<file path="src/gdu_pkg.sv">
// ---------------------------------------------------------------------------
// gdu_pkg - shared types and constants of the Gregorian date unit
// Month tables, divider constants and the stage-to-stage structs.
// ---------------------------------------------------------------------------
package gdu_pkg;

	// last year; stepping past its end wraps to year 0
	localparam int unsigned LAST_YEAR   = 9999;
	// width of the serial day number
	localparam int unsigned SERIAL_BITS = 23;
	// year arithmetic is done at the widest supported year width
	localparam int unsigned DIV_BITS    = 16;
	// floor(p / 100) = (p * RECIP_100) >> RECIP_SHIFT, exact for p < 2^16
	localparam int unsigned RECIP_SHIFT = 23;
	localparam int unsigned RECIP_BITS  = 17;
	localparam logic [RECIP_BITS-1:0] RECIP_100 = 17'd83887;
	localparam int unsigned PROD_BITS   = DIV_BITS + RECIP_BITS;
	localparam int unsigned Q100_BITS   = PROD_BITS - RECIP_SHIFT;

	localparam logic [3:0] MONTH_JAN = 4'd1;
	localparam logic [3:0] MONTH_FEB = 4'd2;
	localparam logic [3:0] MONTH_MAR = 4'd3;
	localparam logic [3:0] MONTH_DEC = 4'd12;

	// month facts that travel from the front stage
	typedef struct packed {
		logic [3:0] month;
		logic [4:0] day;
		logic [4:0] base_len;   // month length, February as 28
		logic [8:0] days_before; // days of the months before
		logic       month_bad;
		logic       past_feb;    // month 3 or later, leap day counts
	} mon_t;

	// comparison against the other date
	typedef struct packed {
		logic is_after;
		logic is_equal;
	} cmp_t;

	// common-year month length, 0 for a bad month
	function automatic logic [4:0] month_days(input logic [3:0] m);
		logic [4:0] r;
		case (m)
			4'd1, 4'd3, 4'd5, 4'd7, 4'd8, 4'd10, 4'd12: r = 5'd31;
			4'd4, 4'd6, 4'd9, 4'd11:                    r = 5'd30;
			4'd2:                                       r = 5'd28;
			default:                                    r = 5'd0;
		endcase
		return r;
	endfunction

	// common-year days before the month; past December counts the whole year
	function automatic logic [8:0] days_before_month(input logic [3:0] m);
		logic [8:0] r;
		case (m)
			4'd2:    r = 9'd31;
			4'd3:    r = 9'd59;
			4'd4:    r = 9'd90;
			4'd5:    r = 9'd120;
			4'd6:    r = 9'd151;
			4'd7:    r = 9'd181;
			4'd8:    r = 9'd212;
			4'd9:    r = 9'd243;
			4'd10:   r = 9'd273;
			4'd11:   r = 9'd304;
			4'd12:   r = 9'd334;
			4'd13, 4'd14, 4'd15: r = 9'd365;
			default: r = 9'd0;
		endcase
		return r;
	endfunction

endpackage

</file>
<file path="src/gregorian_date_unit.sv">
// ---------------------------------------------------------------------------
// gregorian_date_unit - Gregorian calendar date unit
// Leap flag, month length, validity, next day, serial day number and a
// compare against a second date, one result word per input word.
// ---------------------------------------------------------------------------
// Three-stage pipeline: a word taken at the input passes the stage 1 and
// stage 2 registers on its way into the output register; a new word is
// taken every cycle while the output is drained. Stage 1
// offsets the year and forms the reciprocal product for the divide by 100
// and the times-365 product; stage 2 finishes the divide, the leap flag and
// the days before the year; stage 3 settles validity, the next day and the
// serial number. Each stage holds its word while the stage after it is full
// and stalled; the output register is the last stage.
module gregorian_date_unit #(
	parameter int unsigned YEAR_BITS = 14
) (
	input  logic                  clk,
	input  logic                  arst_n,
	input  logic                  s_axis_tvalid,
	output logic                  s_axis_tready,
	// year, month[4], day[5], other_year, other_month[4], other_day[5], zero pad
	input  logic [((2 * YEAR_BITS + 18 + 7) / 8) * 8 - 1:0] s_axis_tdata,
	output logic                  m_axis_tvalid,
	input  logic                  m_axis_tready,
	// date_valid, month_bad, day_bad, leap_year, month_length[5], next_year,
	// next_month[4], next_day[5], year_overflow, serial_day[23], is_after,
	// is_equal, zero pad
	output logic [((YEAR_BITS + 44 + 7) / 8) * 8 - 1:0]     m_axis_tdata
);

	localparam int unsigned OUT_USED = YEAR_BITS + 44;
	localparam int unsigned OUT_BITS = ((OUT_USED + 7) / 8) * 8;

	// input word fields
	logic [YEAR_BITS-1:0] year, other_year;
	logic [3:0]           month, other_month;
	logic [4:0]           day, other_day;

	assign year        = s_axis_tdata[YEAR_BITS-1:0];
	assign month       = s_axis_tdata[YEAR_BITS+3:YEAR_BITS];
	assign day         = s_axis_tdata[YEAR_BITS+8:YEAR_BITS+4];
	assign other_year  = s_axis_tdata[2*YEAR_BITS+8:YEAR_BITS+9];
	assign other_month = s_axis_tdata[2*YEAR_BITS+12:2*YEAR_BITS+9];
	assign other_day   = s_axis_tdata[2*YEAR_BITS+17:2*YEAR_BITS+13];

	// stage valids and ready chain
	logic v_s1, v_s2, v_s3;
	logic rdy1, rdy2, rdy3;

	assign rdy3 = !v_s3 || m_axis_tready;
	assign rdy2 = !v_s2 || rdy3;
	assign rdy1 = !v_s1 || rdy2;
	assign s_axis_tready = rdy1;
	assign m_axis_tvalid = v_s3;

	always_ff @(posedge clk or negedge arst_n) begin
		if (!arst_n) begin
			v_s1 <= 1'b0;
			v_s2 <= 1'b0;
			v_s3 <= 1'b0;
		end else begin
			if (rdy1) v_s1 <= s_axis_tvalid;
			if (rdy2) v_s2 <= v_s1;
			if (rdy3) v_s3 <= v_s2;
		end
	end

	// stage 1
	logic [YEAR_BITS-1:0]            year_s1;
	logic                            year_zero_s1;
	logic [gdu_pkg::DIV_BITS-1:0]    prev_s1;
	logic [gdu_pkg::PROD_BITS-1:0]   prod_s1;
	logic [gdu_pkg::SERIAL_BITS-1:0] prev365_s1;
	gdu_pkg::mon_t                   mon_s1;
	gdu_pkg::cmp_t                   cmp_s1;

	gdu_front #(.YEAR_BITS(YEAR_BITS)) u_front (
		.clk          (clk),
		.en           (rdy1),
		.year         (year),
		.month        (month),
		.day          (day),
		.other_year   (other_year),
		.other_month  (other_month),
		.other_day    (other_day),
		.year_s1      (year_s1),
		.year_zero_s1 (year_zero_s1),
		.prev_s1      (prev_s1),
		.prod_s1      (prod_s1),
		.prev365_s1   (prev365_s1),
		.mon_s1       (mon_s1),
		.cmp_s1       (cmp_s1)
	);

	// stage 2
	logic [YEAR_BITS-1:0]            year_s2;
	logic                            leap_s2;
	logic [gdu_pkg::SERIAL_BITS-1:0] dby_s2;
	gdu_pkg::mon_t                   mon_s2;
	gdu_pkg::cmp_t                   cmp_s2;

	gdu_year #(.YEAR_BITS(YEAR_BITS)) u_year (
		.clk          (clk),
		.en           (rdy2),
		.year_s1      (year_s1),
		.year_zero_s1 (year_zero_s1),
		.prev_s1      (prev_s1),
		.prod_s1      (prod_s1),
		.prev365_s1   (prev365_s1),
		.mon_s1       (mon_s1),
		.cmp_s1       (cmp_s1),
		.year_s2      (year_s2),
		.leap_s2      (leap_s2),
		.dby_s2       (dby_s2),
		.mon_s2       (mon_s2),
		.cmp_s2       (cmp_s2)
	);

	// stage 3, output register
	logic                            date_valid_s3, month_bad_s3, day_bad_s3;
	logic                            leap_year_s3, year_overflow_s3;
	logic [4:0]                      month_length_s3, next_day_s3;
	logic [YEAR_BITS-1:0]            next_year_s3;
	logic [3:0]                      next_month_s3;
	logic [gdu_pkg::SERIAL_BITS-1:0] serial_day_s3;
	gdu_pkg::cmp_t                   cmp_s3;

	gdu_date #(.YEAR_BITS(YEAR_BITS)) u_date (
		.clk              (clk),
		.en               (rdy3),
		.year_s2          (year_s2),
		.leap_s2          (leap_s2),
		.dby_s2           (dby_s2),
		.mon_s2           (mon_s2),
		.cmp_s2           (cmp_s2),
		.date_valid_s3    (date_valid_s3),
		.month_bad_s3     (month_bad_s3),
		.day_bad_s3       (day_bad_s3),
		.leap_year_s3     (leap_year_s3),
		.month_length_s3  (month_length_s3),
		.next_year_s3     (next_year_s3),
		.next_month_s3    (next_month_s3),
		.next_day_s3      (next_day_s3),
		.year_overflow_s3 (year_overflow_s3),
		.serial_day_s3    (serial_day_s3),
		.cmp_s3           (cmp_s3)
	);

	// pack the result word
	assign m_axis_tdata = OUT_BITS'({
		cmp_s3.is_equal,
		cmp_s3.is_after,
		serial_day_s3,
		year_overflow_s3,
		next_day_s3,
		next_month_s3,
		next_year_s3,
		month_length_s3,
		leap_year_s3,
		day_bad_s3,
		month_bad_s3,
		date_valid_s3
	});

	// an empty output never blocks the input
	assert property (@(posedge clk) disable iff (!arst_n)
		!m_axis_tvalid |-> s_axis_tready)
		else $error("input stalled with empty output stage");

	// wrap past the last year lands on January 1 of year 0
	assert property (@(posedge clk) disable iff (!arst_n)
		m_axis_tvalid && year_overflow_s3 |->
			date_valid_s3 && next_year_s3 == '0 &&
			next_month_s3 == gdu_pkg::MONTH_JAN && next_day_s3 == 5'd1)
		else $error("year overflow with bad next date");

	// error flags are exclusive and match validity
	assert property (@(posedge clk) disable iff (!arst_n)
		m_axis_tvalid |-> $onehot({date_valid_s3, month_bad_s3, day_bad_s3}))
		else $error("validity flags inconsistent");

	// equal and after never both set
	assert property (@(posedge clk) disable iff (!arst_n)
		m_axis_tvalid |-> !(cmp_s3.is_equal && cmp_s3.is_after))
		else $error("compare flags both set");

endmodule

</file>
<file path="src/gdu_front.sv">
// ---------------------------------------------------------------------------
// gdu_front - first pipeline stage
// Offsets the year, starts the divide by 100 and the times-365 product,
// looks up month facts and compares against the other date.
// ---------------------------------------------------------------------------
module gdu_front #(
	parameter int unsigned YEAR_BITS = 14
) (
	input  logic                                clk,
	input  logic                                en,
	input  logic [YEAR_BITS-1:0]                year,
	input  logic [3:0]                          month,
	input  logic [4:0]                          day,
	input  logic [YEAR_BITS-1:0]                other_year,
	input  logic [3:0]                          other_month,
	input  logic [4:0]                          other_day,
	output logic [YEAR_BITS-1:0]                year_s1,
	output logic                                year_zero_s1,
	output logic [gdu_pkg::DIV_BITS-1:0]        prev_s1,
	output logic [gdu_pkg::PROD_BITS-1:0]       prod_s1,
	output logic [gdu_pkg::SERIAL_BITS-1:0]     prev365_s1,
	output gdu_pkg::mon_t                       mon_s1,
	output gdu_pkg::cmp_t                       cmp_s1
);

	logic [gdu_pkg::DIV_BITS-1:0] prev;
	gdu_pkg::mon_t                mon;
	gdu_pkg::cmp_t                cmp;

	// year - 1; year 0 is handled on its own downstream
	assign prev = gdu_pkg::DIV_BITS'(year) - gdu_pkg::DIV_BITS'(1);

	// month facts
	always_comb begin
		mon.month       = month;
		mon.day         = day;
		mon.base_len    = gdu_pkg::month_days(month);
		mon.days_before = gdu_pkg::days_before_month(month);
		mon.month_bad   = (month < gdu_pkg::MONTH_JAN) || (month > gdu_pkg::MONTH_DEC);
		mon.past_feb    = (month >= gdu_pkg::MONTH_MAR);
	end

	// lexicographic compare on raw fields
	always_comb begin
		cmp.is_equal = (year == other_year) && (month == other_month) && (day == other_day);
		cmp.is_after = (year > other_year) ||
			((year == other_year) && (month > other_month)) ||
			((year == other_year) && (month == other_month) && (day > other_day));
	end

	always_ff @(posedge clk) begin
		if (en) begin
			year_s1      <= year;
			year_zero_s1 <= (year == '0);
			prev_s1      <= prev;
			prod_s1      <= gdu_pkg::PROD_BITS'(prev) * gdu_pkg::PROD_BITS'(gdu_pkg::RECIP_100);
			prev365_s1   <= gdu_pkg::SERIAL_BITS'(gdu_pkg::SERIAL_BITS'(prev) *
				gdu_pkg::SERIAL_BITS'(365));
			mon_s1       <= mon;
			cmp_s1       <= cmp;
		end
	end

endmodule

</file>
<file path="src/gdu_year.sv">
// ---------------------------------------------------------------------------
// gdu_year - second pipeline stage
// Finishes the divide by 100, derives the leap flag and the number of
// days before the year.
// ---------------------------------------------------------------------------
module gdu_year #(
	parameter int unsigned YEAR_BITS = 14
) (
	input  logic                                clk,
	input  logic                                en,
	input  logic [YEAR_BITS-1:0]                year_s1,
	input  logic                                year_zero_s1,
	input  logic [gdu_pkg::DIV_BITS-1:0]        prev_s1,
	input  logic [gdu_pkg::PROD_BITS-1:0]       prod_s1,
	input  logic [gdu_pkg::SERIAL_BITS-1:0]     prev365_s1,
	input  gdu_pkg::mon_t                       mon_s1,
	input  gdu_pkg::cmp_t                       cmp_s1,
	output logic [YEAR_BITS-1:0]                year_s2,
	output logic                                leap_s2,
	output logic [gdu_pkg::SERIAL_BITS-1:0]     dby_s2,
	output gdu_pkg::mon_t                       mon_s2,
	output gdu_pkg::cmp_t                       cmp_s2
);

	logic [gdu_pkg::Q100_BITS-1:0]   q100;
	logic [gdu_pkg::DIV_BITS-1:0]    q100x;
	logic [6:0]                      r100;
	logic                            leap;
	logic [gdu_pkg::SERIAL_BITS-1:0] dby;

	// quotient and remainder of (year - 1) / 100
	assign q100  = prod_s1[gdu_pkg::PROD_BITS-1:gdu_pkg::RECIP_SHIFT];
	assign q100x = (gdu_pkg::DIV_BITS'(q100) << 6) + (gdu_pkg::DIV_BITS'(q100) << 5) +
		(gdu_pkg::DIV_BITS'(q100) << 2);
	assign r100  = 7'(prev_s1 - q100x);

	// year divisible by 4, 100, 400 seen as p mod 4 = 3, mod 100 = 99, mod 400 = 399
	assign leap = year_zero_s1 ||
		((prev_s1[1:0] == 2'b11) && (r100 != 7'd99)) ||
		((r100 == 7'd99) && (q100[1:0] == 2'b11));

	// days before the year, year 0 gives -366
	always_comb begin
		if (year_zero_s1) begin
			dby = -gdu_pkg::SERIAL_BITS'(366);
		end else begin
			dby = prev365_s1 + gdu_pkg::SERIAL_BITS'(prev_s1 >> 2) -
				gdu_pkg::SERIAL_BITS'(q100) + gdu_pkg::SERIAL_BITS'(q100 >> 2);
		end
	end

	always_ff @(posedge clk) begin
		if (en) begin
			year_s2 <= year_s1;
			leap_s2 <= leap;
			dby_s2  <= dby;
			mon_s2  <= mon_s1;
			cmp_s2  <= cmp_s1;
		end
	end

endmodule

</file>
<file path="src/gdu_date.sv">
// ---------------------------------------------------------------------------
// gdu_date - third pipeline stage
// Final month length, validity, next-day step and serial day number.
// ---------------------------------------------------------------------------
module gdu_date #(
	parameter int unsigned YEAR_BITS = 14
) (
	input  logic                                clk,
	input  logic                                en,
	input  logic [YEAR_BITS-1:0]                year_s2,
	input  logic                                leap_s2,
	input  logic [gdu_pkg::SERIAL_BITS-1:0]     dby_s2,
	input  gdu_pkg::mon_t                       mon_s2,
	input  gdu_pkg::cmp_t                       cmp_s2,
	output logic                                date_valid_s3,
	output logic                                month_bad_s3,
	output logic                                day_bad_s3,
	output logic                                leap_year_s3,
	output logic [4:0]                          month_length_s3,
	output logic [YEAR_BITS-1:0]                next_year_s3,
	output logic [3:0]                          next_month_s3,
	output logic [4:0]                          next_day_s3,
	output logic                                year_overflow_s3,
	output logic [gdu_pkg::SERIAL_BITS-1:0]     serial_day_s3,
	output gdu_pkg::cmp_t                       cmp_s3
);

	logic [4:0]                      len;
	logic                            day_bad;
	logic                            valid;
	logic [YEAR_BITS-1:0]            ny;
	logic [3:0]                      nm;
	logic [4:0]                      nd;
	logic                            ovf;
	logic [gdu_pkg::SERIAL_BITS-1:0] serial;

	// month length with leap February
	assign len = (mon_s2.month == gdu_pkg::MONTH_FEB && leap_s2) ? 5'd29 : mon_s2.base_len;
	assign day_bad = !mon_s2.month_bad && ((mon_s2.day == 5'd0) || (mon_s2.day > len));
	assign valid   = !mon_s2.month_bad && !day_bad;

	// next-day step; a bad date echoes itself
	always_comb begin
		ny  = year_s2;
		nm  = mon_s2.month;
		nd  = mon_s2.day;
		ovf = 1'b0;
		if (valid) begin
			if (mon_s2.day == len) begin
				nd = 5'd1;
				if (mon_s2.month == gdu_pkg::MONTH_DEC) begin
					nm = gdu_pkg::MONTH_JAN;
					if (gdu_pkg::DIV_BITS'(year_s2) >= gdu_pkg::DIV_BITS'(gdu_pkg::LAST_YEAR)) begin
						ny  = '0;
						ovf = 1'b1;
					end else begin
						ny = year_s2 + YEAR_BITS'(1);
					end
				end else begin
					nm = mon_s2.month + 4'd1;
				end
			end else begin
				nd = mon_s2.day + 5'd1;
			end
		end
	end

	// serial day: year base + month base + leap day + day
	assign serial = dby_s2 + gdu_pkg::SERIAL_BITS'(mon_s2.days_before) +
		gdu_pkg::SERIAL_BITS'(leap_s2 && mon_s2.past_feb) +
		gdu_pkg::SERIAL_BITS'(mon_s2.day);

	always_ff @(posedge clk) begin
		if (en) begin
			date_valid_s3    <= valid;
			month_bad_s3     <= mon_s2.month_bad;
			day_bad_s3       <= day_bad;
			leap_year_s3     <= leap_s2;
			month_length_s3  <= len;
			next_year_s3     <= ny;
			next_month_s3    <= nm;
			next_day_s3      <= nd;
			year_overflow_s3 <= ovf;
			serial_day_s3    <= serial;
			cmp_s3           <= cmp_s2;
		end
	end

endmodule
</file>
<file path="config.mk">
export PLATFORM = sky130hd
export DESIGN_NAME = gregorian_date_unit
export DESIGN_NICKNAME = d
export VERILOG_FILES = /design/src/gdu_pkg.sv /design/src/gregorian_date_unit.sv /design/src/gdu_front.sv /design/src/gdu_year.sv /design/src/gdu_date.sv
export SDC_FILE = /design/constraint.sdc
export NUM_CORES = 1
export LEC_CHECK = 0
export BUFFER_PORTS_ARGS = -buffer_cell sky130_fd_sc_hd__buf_4
export CAP_MARGIN = 20
export CORE_ASPECT_RATIO = 0.7
export CORE_MARGIN = 2
export CORE_UTILIZATION = 58
export CTS_CLUSTER_SIZE = 28
export DETAILED_ROUTE_END_ITERATION = 8
export MAX_ROUTING_LAYER = met4
export PLACE_DENSITY_LB_ADDON = 0.12
export REMOVE_ABC_BUFFERS = 1
export SYNTH_ARGS = -nofsm -noshare
export SYNTH_HDL_FRONTEND = slang
export SYNTH_SLANG_ARGS = --single-unit
</file>
<file path="constraint.sdc">
create_clock -name clk -period 5.5 [get_ports clk]
set_clock_uncertainty 0.15 [all_clocks]
set_input_delay 0.55 -clock clk [delete_from_list [all_inputs] [get_ports clk]]
set_output_delay 0.55 -clock clk [all_outputs]
set_load 0.005 [all_outputs]
</file>
Yosys cells after proc, flatten, opt, wreduce, memory -nomap -nowiden

Memories as Yosys holds them, arrays and structs flattened. A register that Yosys moved wholly into a read port is not among the register bits.
Index checks and enable logic that the tools add are counted.

Logic and storage cells: 110
Input bits: 52
Bits in read-only memories: 224
Bits in registers: 225
Output and inout port bits: 66
Memories kept: 2

Add/sub/neg operators: 13
Equality and inequality tests: 10
Multipliers: 2
Mux-type cells: 11
Reduce and logical (&&, ||, !) cells: 27
$lt $le $gt $ge: 8

Memories:

| memory           | words | width | read ports | clocked after memory_dff | write ports | line          | text |
|---|---|---|---|---|---|---|---|
| (name not given) | 16    | 9     | 1          | 1                        | 0           | gdu_pkg.sv:56 | `case (m)` |
| (name not given) | 16    | 5     | 1          | 1                        | 0           | gdu_pkg.sv:44 | `case (m)` |

Operators with widths:

| kind                                                | number |
|---|---|
| two-way mux 14 bit                                  | 4 |
| multiplier 16 x 17 -> 33 bit, second input constant | 1 |
| adder 23 x 1 -> 23 bit                              | 1 |
| adder 23 x 14 -> 23 bit                             | 1 |
| adder 23 x 5 -> 23 bit                              | 1 |
| adder 23 x 8 -> 23 bit                              | 1 |
| adder 23 x 9 -> 23 bit                              | 1 |
| multiplier 16 x 9 -> 23 bit, second input constant  | 1 |
| subtractor 23 x 10 -> 23 bit                        | 1 |
| two-way mux 5 bit                                   | 3 |
| subtractor 14 x 1 -> 15 bit, second input constant  | 1 |
| adder 14 x 1 -> 14 bit, second input constant       | 1 |
| adder 7 bit                                         | 2 |
| equality test 14 bit                                | 1 |
| >= comparator 14 bit, second input constant         | 1 |
| > comparator 14 bit                                 | 1 |
| zero test 14 bit                                    | 1 |
| two-way mux 4 bit                                   | 3 |
| equality test 5 bit                                 | 2 |
| > comparator 5 bit                                  | 2 |
| logical AND 1 bit                                   | 10 |
| logical OR 1 bit                                    | 9 |
| equality test 7 bit, second input constant          | 1 |
| inequality test 7 bit, second input constant        | 1 |
| other kinds (15)                                    | 20 |

Logic depth before layout (Yosys ltp)

Depth after elaboration: 9
Mapped depth: 27
Gate-level depth less buffers: 27

Modules after synthesis

Synthesis repeated with hierarchy kept, for this count alone.

Cell total of the unflattened synthesis: 1776
Area, all modules: 20071.8 um^2

By module, submodules not included:

| module              | times used | area each (um^2) | cells each | sequential area each (um^2) |
|---|---|---|---|---|
| gdu_front           | 1          | 12080.3          | 1079       | 3243.1 |
| gdu_year            | 1          | 4321.6           | 369        | 1951.9 |
| gdu_date            | 1          | 3457.1           | 306        | 1741.7 |
| gregorian_date_unit | 1          | 212.7            | 22         | 75.1 |

Worst setup path before layout

Ideal clock, no wire load.

Path kind: input-to-reg
From: input s_axis_tdata[8]
To: register u_front.prod_s1[32] (netlist bit) (data pin)
Data required time: 5214 ps
Path buffers: 0
Stages: 24
Arrival time: 7404 ps
Path slack: -2189 ps
Setup time: 136 ps
Path through: or4_1 -> nor3_1 -> nand3_1 -> nor3_2 -> ha_1 -> ha_1 -> inv_1 -> fa_1 -> inv_1 -> fa_1 -> fa_1 -> inv_1 -> fa_1 -> inv_1 -> ha_1 -> and2_4 -> a221oi_2 -> o211ai_1 -> nand3_1 -> a31oi_1 -> a221o_1 -> o41a_1 -> or4_1 -> nand3_1

Word-level cells in the longest chain between the ends: 2

Ends and longest elaborated chain:

| what                            | line                      | text |
|---|---|---|
| from (decl)                     | gregorian_date_unit.sv:22 | `input logic [((2 * YEAR_BITS + 18 + 7) / 8) * 8 - 1:0] s_axis_tdata,` |
| subtractor 14 x 1 -> 15 bit     | gdu_front.sv:31           | `assign prev = gdu_pkg::DIV_BITS'(year) - gdu_pkg::DIV_BITS'(1);` |
| named net u_front.prev, one bit | gdu_front.sv:26           | `logic [gdu_pkg::DIV_BITS-1:0] prev;` |
| multiplier 16 x 17 -> 33 bit    | gdu_front.sv:56           | `prod_s1 <= gdu_pkg::PROD_BITS'(prev) * gdu_pkg::PROD_BITS'(gdu_pkg::RECIP_100);` |
| to (signal assigned)            | gdu_front.sv:56           |  |
| to (decl)                       | gdu_front.sv:20           | `output logic [gdu_pkg::PROD_BITS-1:0] prod_s1,` |

The timed path passes the listed nets, and every way through them passes these cells.
A chain may end at the register's enable or synchronous reset.

Final worst setup path

From: input s_axis_tdata[2]
To: register u_front.prod_s1[32] (netlist bit) (data pin)

The elaborated chain is that of the path after synthesis.

==> impl_results.md <==
- Int Pwr: 0.008225 W
- Layout cells sized above 1: 0.2599
- Leak: 10.91 nW
- Gr usage total: 0.2766
- Reg2reg setup slack: about 0.55 ns
- GRT Max-Usage Layer: met2
- Unique masters post-synth: between 60 and 70
- Initial Util: 0.5949
- Period utilization: 1.230
- Overflow after GRT: 0
- Crit path largest cell delay: roughly 0.55 ns
- Port bufs: between 100 and 150
- Outcome: finished, violations left
- DR WL/cell: around 18 um
- Gate power share: 0.707
- Critical path type: in2reg
- H-Tree Level Count: 1
- Mapped Cells: about 1600
- WHS: approximately 0.07 ns
- Register share of total power: 0.194
- Worst Setup End Kind: register
- Slew @ Worst Pin: about 0.94 ns
- Clock power frac: 0.098
- Seq/Total Area, Yosys: 0.3456
- Via count: ~13000
- Clock sink count: about 210
- Global Route met2 Usage: 0.4369
- Routability congestion estimate: 0.9684
- Placed cells: around 2300
- First-pass GRT wire length: between 60000 and 70000 um
- Clock transition at the registers of the reported paths: 0.06 ns
- Core Region: just over 30000 um2
- Max Root-Sink Buffers: 3
- Syn Area/Cell: 11.30 um2
- Asr flop ratio synth: 0.01442
- Crit path time final: around 6.8 ns
- Pwr/cell area: ~630 nW/um2
- # DRC: 0
- Die width: about 210 um
- Maximum VDD drop: about 0.00058 V
- Clock Latency Late Sink: between 0.5 and 0.6 ns
- Vias/cell: between 5 and 6
- Endpoints failing setup: 16
- Setup TNS: -11.81 ns
- EDFF count, synth: about 200
- Antenna violations before repair: 0
- Row Count: 53
- Antenna cell count: 0
- Vias in the first global route: roughly 13000
- # IOs: approximately 120
- Met1 Track Usage GR: 0.3828
- Arr. time, crit path: 6.99 ns
- Final worst slack: -1.265 ns
- Die H: roughly 150 um
- P&R area growth vs syn: 25.02%
- Synth warn: 0
- Setup crit start kind: input pin
- Detailed placement HPWL: 33350 um
- Ys flop type: edfxtp_1
- Finished Layout Cells: 2374
- R2r startpoint: u_year.mon_s2[21]
- NetSw: about 0.006 W
- Final net count: between 2000 and 2500
- Top cell by count, worst path: fa_1
- Die ar.: approximately 33000 um2
- WP data required: roughly 5.7 ns
- Crit path to: u_front.prod_s1[32]
- Root buffer cell: clkbuf_16
- Total CTS buffers: 22
- Failing checks: setup timing
- CP Launch Point: s_axis_tdata[2]
- M3 GR Usage: 0.04651
- Final hold viol count: 0
- Post-Syn Area: ~18000 um2
- Fillers: between 2000 and 2500
- Slew HR: 0.3712
- R2R depth: 13
- Number of synthesized register bits: between 200 and 250
- Slew Limit Fails: 0
- ANT nets after route: 0
- Drt first pass iters: 6
- RSZ-0062 raised after global routing: yes
- Worst min-delay path class: in2reg
- DRT Wirelength: about 42000 um
- 1st-iter DRT viols: 648
- Worst Path Max Fanout: 3
- Fmax: approximately 150 MHz
- Max_cap viols: 0
- CP max stage cell: fa_1
- Switching Share: 0.4177
- R2R Path End: u_date.next_year_s3[5]
- CTS tree: yes
- Largest net degree at the start of global routing: 71
## synth_stat cells (all sizes together) (7+ instances only)
cell,count,share of area
nor3,17,0.0050
fa,162,0.18
and3,13,0.0045
nor2b,19,0.0066
xnor2,60,0.029
nand2,50,0.010
o21a,19,0.0079
nand2b,28,0.0097
buf,14,0.0056
a31oi,11,0.0038
clkbuf,10,0.0021
or3,10,0.0035
ha,282,0.20
and2,7,0.0026
nand4,15,0.0052
xor2,30,0.015
inv,339,0.071
or2,9,0.0031
a21oi,61,0.017
o21ai,46,0.013
nand3,29,0.0081
edfxtp,205,0.34
nor2,62,0.013
a21o,20,0.0083
## cell usage in the layout (no fill, tap or decap), types with 14 or more instances in the layout
cell type	synthesis	layout
o21ai_0	42	39
inv_1	339	324
ha_1	282	264
nand4_1	15	15
a21o_1	20	20
edfxtp_1	205	205
buf_4	13	326
buf_6	0	19
inv_2	0	15
nor2b_1	19	17
ha_4	0	14
nand2_1	50	47
clkbuf_16	0	22
nor2_1	62	51
fa_1	162	155
a21oi_1	61	47
xnor2_1	60	49
nand2b_1	28	26
nand3_1	29	27
o21a_1	19	17
xor2_1	30	24
## layer usage
layer  vias up  part of all wire
li1       6043                 -
met2       325              0.46
met1      6081              0.46
met5         -                 0
met3        66             0.058
met4         0             0.021
## worst min path at each step
stage | startpoint | end | slack [ns] | cells past startpoint
floorplan | arst_n | m_axis_tvalid | 0.10 | 0
global placement | arst_n | m_axis_tvalid | 0.19 | 1
detailed placement | arst_n | m_axis_tvalid | 0.19 | 1
CTS | s_axis_tdata[20] | u_front.mon_s1[18] | 0.05 | 1
global route | s_axis_tdata[20] | u_front.mon_s1[18] | 0.05 | 1
finish | s_axis_tdata[20] | u_front.mon_s1[18] | 0.07 | 1
## logic make-up after synthesis
group                      Yosys count  synth area share
AOI/OAI and AO/OA                  197           0.06891
xor gates and xnor gates            90           0.04372
adders and majority gates          444            0.3756
buffers and inverters              363           0.07828
DFF                                208            0.3456
muxes                                8          0.005274
other                                1         0.0002080
and+or+nand+nor                    284           0.08238
## through the flow
stage          worst slack (ns)  power, W  instance area [um2]    util
5_1_grt                  -1.468   0.01556                22540  0.7437
3_5_place_dp             -2.114   0.01138                20670  0.6821
4_1_cts                  -1.245   0.01360                22220  0.7333
6_report                 -1.265   0.01412                22540  0.7437
3_3_place_gp             -1.945   0.01111                20670  0.6821
2_1_floorplan            -2.189  0.008753                17910       -
## critical path, delay by kind of cell
family                     cells  cell delay (ns)
AOI/OAI and AO/OA              6             1.34
xor gates and xnor gates       1             0.19
and+or+nand+nor                6             1.31
adders and majority gates      7             2.98
buffers and inverters          6             0.62
## power groups by stage
stage | clock network, W | logic [W] | registers, W
6_report | 0.00139 | 0.00999 | 0.00274
5_1_grt | 0.00148 | 0.0113 | 0.00279
4_1_cts | 0.00142 | 0.00942 | 0.00275
3_5_place_dp | 0 | 0.00859 | 0.00278
3_3_place_gp | 0 | 0.00833 | 0.00277
2_1_floorplan | 0 | 0.00601 | 0.00274
## layout make-up
class | count | area (um2) | area share
timing repair buffer | 348 | 2701 | 0.1199
clock buffer | 27 | 569.3 | 0.02526
tap | 412 | 515.5 | 0.02287
clock inverter | 11 | 93.84 | 0.004163
multi-input combinational | 1029 | 11160 | 0.4949
sequential | 208 | 6231 | 0.2765
inverter | 339 | 1272 | 0.05646
## state kept, by name, indices dropped and copies added (netlist names), 2 cells and up
name and cells:
u_front.prev365_s1 23, u_year.year_s2 14, u_front.prev_s1 13, u_front.mon_s1 23
u_front.year_s1 14, u_date.month_length_s3 3, u_date.next_day_s3 5, u_front.prod_s1 10
u_date.cmp_s3 2, u_date.next_month_s3 4, u_year.dby_s2 23, u_front.cmp_s1 2
u_date.next_year_s3 14, u_date.serial_day_s3 23, u_year.cmp_s2 2, u_year.mon_s2 23
## timing repair
item                                    in CTS  in global routing
gates cloned                                 0                  0
pin swaps                                   67                 37
resized for setup                          110                 61
hold buffers                                 1                  0
setup buffers                               46                 12
endpoints found under the setup margin      16                 21
hold endpoints to repair                     3                  0
Power figures use the tool's default switching activity.
